--- src/hdtr_pkg.sv ---
package hdtr_pkg;

    localparam int OP_W  = 28;
    localparam int ACC_W = 48;

    localparam logic signed [16:0] HALF_TURN    = 17'sd18000;
    localparam logic signed [16:0] FULL_TURN    = 17'sd36000;
    localparam logic signed [16:0] QUARTER_TURN = 17'sd9000;
    localparam logic [14:0]        HALF_TURN_U  = 15'd18000;

    localparam logic signed [15:0] ONE_Q14       = 16'sd16384;
    localparam logic signed [16:0] TRIM_LIMIT    = 17'sd20480;
    localparam logic [7:0]         TIMEOUT_RESET = 8'd60;

    // parabola: p = floor((x * 256 + PAR_BIAS) / PAR_DIV), x = m * (18000 - m)
    localparam logic signed [ACC_W-1:0] PAR_BIAS  = 48'sd632812;
    localparam logic signed [ACC_W-1:0] PAR_DIV   = 48'sd1265625;
    localparam logic signed [OP_W-1:0]  PAR_NDIV  = -28'sd1265625;
    localparam logic signed [OP_W-1:0]  PAR_RECIP = 28'sd55599995;  // 2^46 / PAR_DIV

    // refinement: s = floor((p * (POLY_BASE + 9p) + POLY_BIAS) / 2^16 / 10)
    localparam logic [19:0]             POLY_BASE = 20'd507904;
    localparam logic signed [ACC_W-1:0] POLY_BIAS = 48'sd327680;

    // floor(v / 10) = (v * RECIP_DEC) >> 19, floor(w / 5) = (w * RECIP_DEC) >> 18
    localparam logic signed [OP_W-1:0]  RECIP_DEC  = 28'sd52429;
    localparam logic [30:0]             ROUND_BIAS = 31'd163840;

    typedef enum logic [3:0] {
        ST_IDLE,
        ST_X,
        ST_QEST,
        ST_REM,
        ST_POLY,
        ST_DEC,
        ST_R1,
        ST_R2,
        ST_QR,
        ST_P1,
        ST_P2,
        ST_QP,
        ST_DONE
    } hdtr_state_t;

    typedef enum logic {
        REG_HEADLESS = 1'b0,
        REG_TIMEOUT  = 1'b1
    } hdtr_reg_t;

    typedef struct packed {
        logic signed [15:0] stick_pitch;
        logic signed [15:0] stick_roll;
        logic signed [15:0] yaw_angle;
        logic               headless;
    } hdtr_job_t;

    typedef struct packed {
        logic idle;
        logic done;
    } hdtr_stat_t;

    typedef struct packed {
        logic signed [12:0] d_pitch;
        logic signed [12:0] d_roll;
    } hdtr_delta_t;

    function automatic logic signed [15:0] wrap_angle(input logic signed [16:0] h);
        logic signed [16:0] t;
        if (h >= HALF_TURN)
            t = h - FULL_TURN;
        else if (h < -HALF_TURN)
            t = h + FULL_TURN;
        else
            t = h;
        return t[15:0];
    endfunction

endpackage

--- src/hdtr_mac.sv ---
module hdtr_mac (
    input  logic signed [hdtr_pkg::OP_W-1:0]  op_a,
    input  logic signed [hdtr_pkg::OP_W-1:0]  op_b,
    input  logic signed [hdtr_pkg::ACC_W-1:0] op_c,
    output logic signed [hdtr_pkg::ACC_W-1:0] res
);
    import hdtr_pkg::*;

    logic signed [2*OP_W-1:0] prod;

    always_comb
    begin
        prod = op_a * op_b;
        res  = prod[ACC_W-1:0] + op_c;
    end

endmodule

--- src/hdtr_core.sv ---
module hdtr_core (
    input  logic                  clk,
    input  logic                  rst_n,
    input  logic                  start,
    input  hdtr_pkg::hdtr_job_t   job,
    input  logic                  ack,
    output hdtr_pkg::hdtr_stat_t  stat,
    output hdtr_pkg::hdtr_delta_t delta
);
    import hdtr_pkg::*;

    hdtr_state_t state_reg, state_next;
    logic        cos_reg, cos_next;

    hdtr_job_t          job_reg, job_next;
    logic signed [15:0] yaw_reg, yaw_next;
    logic [34:0]        z_reg, z_next;
    logic [14:0]        qe_reg, qe_next;
    logic [14:0]        p_reg, p_next;
    logic [17:0]        v_reg, v_next;
    logic signed [15:0] s_reg, s_next;
    logic signed [15:0] c_reg, c_next;
    logic signed [ACC_W-1:0] acc_reg, acc_next;
    logic signed [12:0] dr_reg, dr_next;
    logic signed [12:0] dp_reg, dp_next;

    logic signed [OP_W-1:0]  mac_a, mac_b;
    logic signed [ACC_W-1:0] mac_c, mac_res;

    logic signed [15:0] ang;
    logic               ang_neg;
    logic signed [15:0] ang_abs;
    logic [14:0]        m;
    logic [14:0]        m_comp;
    logic [19:0]        poly_b;
    logic [14:0]        sine_mag;
    logic signed [15:0] sine;
    logic               rnd_neg;
    logic signed [ACC_W-1:0] rnd_abs;
    logic [30:0]        rnd_sum;
    logic [14:0]        rnd_w;
    logic [11:0]        rnd_q;
    logic signed [12:0] rnd_d;

    hdtr_mac u_mac (
        .op_a (mac_a),
        .op_b (mac_b),
        .op_c (mac_c),
        .res  (mac_res)
    );

    always_ff @(posedge clk or negedge rst_n)
    begin
        if (!rst_n)
        begin
            state_reg <= ST_IDLE;
            cos_reg   <= 1'b0;
        end
        else
        begin
            state_reg <= state_next;
            cos_reg   <= cos_next;
        end
    end

    always_ff @(posedge clk)
    begin
        job_reg <= job_next;
        yaw_reg <= yaw_next;
        z_reg   <= z_next;
        qe_reg  <= qe_next;
        p_reg   <= p_next;
        v_reg   <= v_next;
        s_reg   <= s_next;
        c_reg   <= c_next;
        acc_reg <= acc_next;
        dr_reg  <= dr_next;
        dp_reg  <= dp_next;
    end

    always_comb
    begin
        ang      = cos_reg ? wrap_angle({yaw_reg[15], yaw_reg} + QUARTER_TURN) : yaw_reg;
        ang_neg  = ang[15];
        ang_abs  = ang_neg ? -ang : ang;
        m        = ang_abs[14:0];
        m_comp   = HALF_TURN_U - m;
        poly_b   = POLY_BASE + {p_reg, 3'b000} + {5'b0, p_reg};
        sine_mag = mac_res[33:19];
        sine     = ang_neg ? -$signed({1'b0, sine_mag}) : $signed({1'b0, sine_mag});

        rnd_neg  = acc_reg[ACC_W-1];
        rnd_abs  = rnd_neg ? -acc_reg : acc_reg;
        rnd_sum  = rnd_abs[30:0] + ROUND_BIAS;
        rnd_w    = rnd_sum[30:16];
        rnd_q    = mac_res[29:18];
        rnd_d    = rnd_neg ? -$signed({1'b0, rnd_q}) : $signed({1'b0, rnd_q});
    end

    always_comb
    begin
        state_next = state_reg;
        cos_next   = cos_reg;
        job_next   = job_reg;
        yaw_next   = yaw_reg;
        z_next     = z_reg;
        qe_next    = qe_reg;
        p_next     = p_reg;
        v_next     = v_reg;
        s_next     = s_reg;
        c_next     = c_reg;
        acc_next   = acc_reg;
        dr_next    = dr_reg;
        dp_next    = dp_reg;
        mac_a      = '0;
        mac_b      = '0;
        mac_c      = '0;
        stat.idle  = 1'b0;
        stat.done  = 1'b0;

        unique case (state_reg)
            ST_IDLE:
            begin
                stat.idle = 1'b1;
                if (start)
                begin
                    job_next = job;
                    yaw_next = wrap_angle({job.yaw_angle[15], job.yaw_angle});
                    cos_next = 1'b0;
                    c_next   = ONE_Q14;
                    s_next   = '0;
                    state_next = job.headless ? ST_X : ST_R1;
                end
            end
            ST_X:
            begin
                mac_a      = $signed({13'b0, m});
                mac_b      = $signed({5'b0, m_comp, 8'b0});
                mac_c      = PAR_BIAS;
                z_next     = mac_res[34:0];
                state_next = ST_QEST;
            end
            ST_QEST:
            begin
                mac_a      = $signed({7'b0, z_reg[34:14]});
                mac_b      = PAR_RECIP;
                qe_next    = mac_res[46:32];
                state_next = ST_REM;
            end
            ST_REM:
            begin
                mac_a      = $signed({13'b0, qe_reg});
                mac_b      = PAR_NDIV;
                mac_c      = $signed({13'b0, z_reg});
                p_next     = (mac_res >= PAR_DIV) ? qe_reg + 15'd1 : qe_reg;
                state_next = ST_POLY;
            end
            ST_POLY:
            begin
                mac_a      = $signed({13'b0, p_reg});
                mac_b      = $signed({8'b0, poly_b});
                mac_c      = POLY_BIAS;
                v_next     = mac_res[33:16];
                state_next = ST_DEC;
            end
            ST_DEC:
            begin
                mac_a = $signed({10'b0, v_reg});
                mac_b = RECIP_DEC;
                if (!cos_reg)
                begin
                    s_next     = sine;
                    cos_next   = 1'b1;
                    state_next = ST_X;
                end
                else
                begin
                    c_next     = sine;
                    state_next = ST_R1;
                end
            end
            ST_R1:
            begin
                mac_a      = OP_W'(job_reg.stick_roll);
                mac_b      = OP_W'(c_reg);
                acc_next   = mac_res;
                state_next = ST_R2;
            end
            ST_R2:
            begin
                mac_a      = OP_W'(job_reg.stick_pitch);
                mac_b      = -OP_W'(s_reg);
                mac_c      = acc_reg;
                acc_next   = mac_res;
                state_next = ST_QR;
            end
            ST_QR:
            begin
                mac_a      = $signed({13'b0, rnd_w});
                mac_b      = RECIP_DEC;
                dr_next    = rnd_d;
                state_next = ST_P1;
            end
            ST_P1:
            begin
                mac_a      = OP_W'(job_reg.stick_pitch);
                mac_b      = OP_W'(c_reg);
                acc_next   = mac_res;
                state_next = ST_P2;
            end
            ST_P2:
            begin
                mac_a      = OP_W'(job_reg.stick_roll);
                mac_b      = OP_W'(s_reg);
                mac_c      = acc_reg;
                acc_next   = mac_res;
                state_next = ST_QP;
            end
            ST_QP:
            begin
                mac_a      = $signed({13'b0, rnd_w});
                mac_b      = RECIP_DEC;
                dp_next    = rnd_d;
                state_next = ST_DONE;
            end
            ST_DONE:
            begin
                stat.done = 1'b1;
                if (ack)
                    state_next = ST_IDLE;
            end
            default:
            begin
                state_next = ST_IDLE;
            end
        endcase
    end

    assign delta.d_pitch = dp_reg;
    assign delta.d_roll  = dr_reg;

endmodule

--- src/headless_trim_rotator.sv ---
// Trim accumulator with optional headless rotation. Each input item adds one
// fifth of the stick deflection (Q2.14 into Q4.12) to the pitch and roll
// trims, clamped to +/-5.0, and returns the new trims with a leave_screen flag.
// With headless_mode set, the stick is first rotated by the yaw angle using a
// parabolic sine with one refinement step. All products are formed by a single
// 28x28 multiply-accumulate unit under a step sequencer, one product per cycle;
// sine and cosine need five products each in headless mode, and the two rotated
// sums need six. The result sits in an output register, so the next item is
// taken while it waits; the block stalls only when a finished result cannot be
// handed over.
module headless_trim_rotator (
    input  logic        clk,
    input  logic        rst_n,
    input  logic        s_tvalid,
    output logic        s_tready,
    input  logic [55:0] s_tdata,   // stick_pitch, stick_roll, yaw_angle, exit_key, zero pad
    output logic        m_tvalid,
    input  logic        m_tready,
    output logic [39:0] m_tdata,   // trim_pitch_out, trim_roll_out, leave_screen, zero pad
    input  logic        cfg_we,
    input  logic [0:0]  cfg_addr,
    input  logic [7:0]  cfg_wdata
);
    import hdtr_pkg::*;

    logic        headless_reg;
    logic [7:0]  limit_reg;
    logic signed [15:0] pitch_trim_reg, pitch_trim_next;
    logic signed [15:0] roll_trim_reg, roll_trim_next;
    logic [7:0]  tick_reg, tick_next;
    logic        key_reg;
    logic        m_tvalid_reg, m_tvalid_next;
    logic [39:0] m_tdata_reg, m_tdata_next;

    hdtr_job_t   job;
    hdtr_stat_t  stat;
    hdtr_delta_t delta;
    logic        accept;
    logic        ack;
    logic [7:0]  tick_inc;
    logic        leave;
    logic signed [16:0] pitch_sum;
    logic signed [16:0] roll_sum;
    logic signed [16:0] pitch_clamp;
    logic signed [16:0] roll_clamp;

    assign job.stick_pitch = $signed(s_tdata[15:0]);
    assign job.stick_roll  = $signed(s_tdata[31:16]);
    assign job.yaw_angle   = $signed(s_tdata[47:32]);
    assign job.headless    = headless_reg;

    assign s_tready = stat.idle;
    assign accept   = s_tvalid && stat.idle;
    assign ack      = stat.done && (!m_tvalid_reg || m_tready);

    hdtr_core u_core (
        .clk   (clk),
        .rst_n (rst_n),
        .start (accept),
        .job   (job),
        .ack   (ack),
        .stat  (stat),
        .delta (delta)
    );

    always_ff @(posedge clk or negedge rst_n)
    begin
        if (!rst_n)
        begin
            headless_reg   <= 1'b0;
            limit_reg      <= TIMEOUT_RESET;
            pitch_trim_reg <= '0;
            roll_trim_reg  <= '0;
            tick_reg       <= '0;
            m_tvalid_reg   <= 1'b0;
        end
        else
        begin
            if (cfg_we)
            begin
                unique case (hdtr_reg_t'(cfg_addr))
                    REG_HEADLESS: headless_reg <= cfg_wdata[0];
                    REG_TIMEOUT:  limit_reg    <= cfg_wdata;
                    default:      limit_reg    <= limit_reg;
                endcase
            end
            pitch_trim_reg <= pitch_trim_next;
            roll_trim_reg  <= roll_trim_next;
            tick_reg       <= tick_next;
            m_tvalid_reg   <= m_tvalid_next;
        end
    end

    always_ff @(posedge clk)
    begin
        m_tdata_reg <= m_tdata_next;
        if (accept)
            key_reg <= s_tdata[48];
    end

    always_comb
    begin
        tick_inc  = tick_reg + 8'd1;
        leave     = key_reg || (tick_inc > limit_reg);
        pitch_sum = {pitch_trim_reg[15], pitch_trim_reg} + 17'(delta.d_pitch);
        roll_sum  = {roll_trim_reg[15], roll_trim_reg} + 17'(delta.d_roll);

        if (pitch_sum > TRIM_LIMIT)
            pitch_clamp = TRIM_LIMIT;
        else if (pitch_sum < -TRIM_LIMIT)
            pitch_clamp = -TRIM_LIMIT;
        else
            pitch_clamp = pitch_sum;

        if (roll_sum > TRIM_LIMIT)
            roll_clamp = TRIM_LIMIT;
        else if (roll_sum < -TRIM_LIMIT)
            roll_clamp = -TRIM_LIMIT;
        else
            roll_clamp = roll_sum;

        pitch_trim_next = pitch_trim_reg;
        roll_trim_next  = roll_trim_reg;
        tick_next       = tick_reg;
        m_tvalid_next   = m_tvalid_reg && !m_tready;
        m_tdata_next    = m_tdata_reg;

        if (ack)
        begin
            pitch_trim_next = pitch_clamp[15:0];
            roll_trim_next  = roll_clamp[15:0];
            tick_next       = leave ? 8'd0 : tick_inc;
            m_tvalid_next   = 1'b1;
            m_tdata_next    = {7'b0, leave, roll_clamp[15:0], pitch_clamp[15:0]};
        end
    end

    assign m_tvalid = m_tvalid_reg;
    assign m_tdata  = m_tdata_reg;

endmodule

--- config.mk ---
export PLATFORM = sky130hd
export DESIGN_NAME = headless_trim_rotator
export DESIGN_NICKNAME = d
export VERILOG_FILES = /design/src/hdtr_pkg.sv /design/src/hdtr_mac.sv /design/src/hdtr_core.sv /design/src/headless_trim_rotator.sv
export SDC_FILE = /design/constraint.sdc
export NUM_CORES = 2
export LEC_CHECK = 0
export BUFFER_PORTS_ARGS = -buffer_cell sky130_fd_sc_hd__buf_2
export CORE_ASPECT_RATIO = 1.75
export CORE_MARGIN = 5
export CORE_UTILIZATION = 60
export CTS_CLUSTER_SIZE = 20
export DETAILED_ROUTE_END_ITERATION = 12
export PLACE_DENSITY = 0.77
export REMOVE_ABC_BUFFERS = 1
export SYNTH_ARGS = -nofsm -noshare
export SYNTH_HDL_FRONTEND = slang
export SYNTH_SLANG_ARGS = --single-unit
--- constraint.sdc ---
create_clock -name clk -period 14.66 [get_ports clk]
set_input_delay 0.733 -clock clk [delete_from_list [all_inputs] [get_ports clk]]
set_output_delay 0.733 -clock clk [all_outputs]
set_load 0.005 [all_outputs]
==> metrics.txt <==
Cell Area, Synth=44550 µm²; vias per inst=6.129; worst hold path type=input port to async pin; via count of the first global-routing pass=37630; Worst Max-Slew Pin Slew=1.321 ns; number of buffers on the longest clock path=3; final design instance area without fill=47970 µm²; detailed-routing iteration count for the pre-antenna-repair pass=8; master cell of the clock root buffer=sky130_fd_sc_hd__clkbuf_16; worst endpoint data arrival time=14.40 ns; count of flip-flops with a built-in enable after synthesis=271; overflow left after global routing=0; unrepaired setup endpoints after global routing=false; upper clock frequency limit=0.07110 GHz; GR Util All Layers=34.25%; slew margin rel.=11.90%; initial drt markers=2951; synthesized area divided by synthesized cell count=9.493 µm²; leading cell type by number of instances after synthesis=sky130_fd_sc_hd__inv_1; number of cells produced by synthesis=4693; Chip Height=370.5 µm; distinct cell type count of the synthesized netlist=112; simple-gate portion of the synthesized area=12.86%; initial antenna violation count=2; endpoints failing hold=0; routed vias=35290; starting density of the core=60.35%; post-synthesis cell type with the largest combined area=sky130_fd_sc_hd__fa_1; post-route minimum period=14.06 ns; final setup skew=0.04299 ns; setup violation total in the final timing report=0; startpoint kind of the worst setup timing path=flop; CTS Buf Count=37; count of synthesis-stage warnings from yosys=0; depth of the CTS H-tree=2; ranking of synthesized cells by area=sky130_fd_sc_hd__fa_1 32%, sky130_fd_sc_hd__edfxtp_1 18%, sky130_fd_sc_hd__inv_1 8.1%; drt total wl=134800 µm; width of the die=216.0 µm; area share of xor/xnor cells in the synthesized design=4.561%; total number of clock tree sinks=326; most frequent cell on the critical path=sky130_fd_sc_hd__fa_1; clock tree from TritonCTS=done; global-route wire length before repair=209300 µm; Final #Nets=5828; Compound-Gate Fraction of Synth Area=11.34%; number of filler cells placed in the layout=5950; number of antenna-violating nets in the routed design=0; detailed placement HPWL=108100 µm; cell family contributing the most delay on the critical path=adder cells; setup ws final=0.5962 ns; aggregate negative setup slack=0 ns; final routed wire length divided by cell count=23.41 µm; register area=9519 µm²; remaining design rule violation count=0; share of the clock period used by the worst path after layout=95.93%; post-synthesis mux area share=0.7049%; share of synthesized area occupied by flip-flops and latches=21.37%; placement-stage cell area=46730 µm²; share of Yosys cell area claimed by the top area cell type=31.81%; final standard cell count with taps included and fillers excluded=5758; Top-Level Pins=112; run status=finished clean; Area Growth Syn to Fin=7.670%; share of cells above drive strength 1=9.465%; #FFs+latches synth=326; dominant synthesized flop cell=sky130_fd_sc_hd__edfxtp_1; standard-cell rows=132; CP peak stage delay=0.63 ns; Die Outline Area=80020 µm²; max FFs per register=48; area used by multi-input combinational logic=30730 µm²; pre-CTS worst setup slack=0.5940 ns; area inside the core boundary=73830 µm²; kind of critical path=flop to flop; Cells after DPL=5689; Max FO, Critical Path=18; share of synthesized registers carrying an async set or reset=16.87%; Crit. End Element=flop; Crit path buffers/inverters=9; pin count of the biggest net entering global routing=65; clock network latency to the later pin of the worst-skew pair=0.59 ns; count of port buffers added during placement=97; largest family of logic cells by synthesized area=adder cells; slowest library cell on the worst path=sky130_fd_sc_hd__fa_1; Clk pin slew, worst setup/hold paths=0.07 ns; top cells by instance count after synthesis=957 x sky130_fd_sc_hd__inv_1, 708 x sky130_fd_sc_hd__fa_1, 600 x sky130_fd_sc_hd__nand2_1; maxcap violations=0; final max-slew violation count=0; adder and majority gate portion of the synthesized area=39.11%; placer's final routability congestion estimate=1.003; required time at the endpoint of the critical path=15.00 ns
==> path summary, 6_finish.rpt <==
kind | from | endpoint | slack [ns] | cells past startpoint
setup / recovery | u_core.yaw_reg[3] | u_core.p_reg[7] | 0.60 | 49
hold / removal | rst_n | limit_reg[6] | 0.29 | 2
setup reg to reg | u_core.yaw_reg[3] | u_core.p_reg[7] | 0.60 | 49
hold reg to reg | pitch_trim_reg[0] | pitch_trim_reg[0] | 0.49 | 2
max in group asynchronous | rst_n | pitch_trim_reg[13] | 13.80 | 2
min in group clk | s_tdata[34] | u_core.yaw_reg[2] | 0.32 | 1
==> stage by stage <==
stage / utilization, % / hold WS (ns)
after floorplan: - / 0.4374
after global placement: 63.29 / 0.4666
after detailed placement: 63.29 / 0.4779
after CTS: 64.95 / 0.2910
after global routing: 64.97 / 0.3047
final: 64.98 / 0.2899
==> logic make-up (layout without fill, tap and decap cells) <==
group / Yosys count / in the layout
buffers and inverters: 1170 / 1289
AND/OR/NAND/NOR: 1263 / 1263
AO/OA/AOI/OAI: 710 / 710
XOR/XNOR: 226 / 226
adder cells (fa/ha/maj): 968 / 968
other: 1 / 9
multiplexers: 29 / 29
flip-flops: 326 / 326
==> per-layer routing <==
layer	part of all wire, %	track usage, %
met3	8.0	6.116
met2	50	59.37
met4	12	30.33
met5	0.012	0
met1	30	35.28
==> timing repair <==
item,CTS,global route
setup endpoints to repair,0,17
resized for setup,0,5
buffers inserted,0,0
hold endpoints to repair,0,0
hold buffers,0,0
==> layout by cell type, fill, tap and decap left out, drive strengths merged, types with 30 or more instances in the layout <==
cell | netlist | final
nor2b | 57 | 57
nor2 | 275 | 275
ha | 260 | 260
a22oi | 30 | 30
and2 | 59 | 59
dfrtp | 51 | 51
xnor2 | 170 | 170
nand3 | 52 | 52
inv | 960 | 965
a21oi | 171 | 171
o31ai | 37 | 37
xor2 | 56 | 56
nand2 | 600 | 600
edfxtp | 271 | 271
nor3 | 39 | 39
a21o | 42 | 42
clkbuf | 171 | 40
nand2b | 42 | 42
buf | 36 | 259
o21bai | 32 | 32
fa | 708 | 708
o21ai | 127 | 127
==> worst reg2reg max path, delay by kind of cell (launching register included) <==
family | cells | cell delay, ns
adders and majority gates | 11 | 5.20
buffers and inverters | 9 | 1.15
AOI/OAI and AO/OA | 14 | 3.60
and+or+nand+nor | 10 | 2.12
DFF | 1 | 0.59
xor gates and xnor gates | 5 | 1.12
==> area by class of cell <==
type	instances	area share (%)
inverters	963	7.535
multi-input cells	3203	64.07
clock inverters	27	0.5947
flip-flops and latches	326	19.84
repair buffers	259	3.547
clock buffers	40	1.954
well taps	938	2.447
diodes	2	0.01043
Power is not shown: default switching activity piles up to over one toggle a cycle in this logic, so the estimate is an artifact.
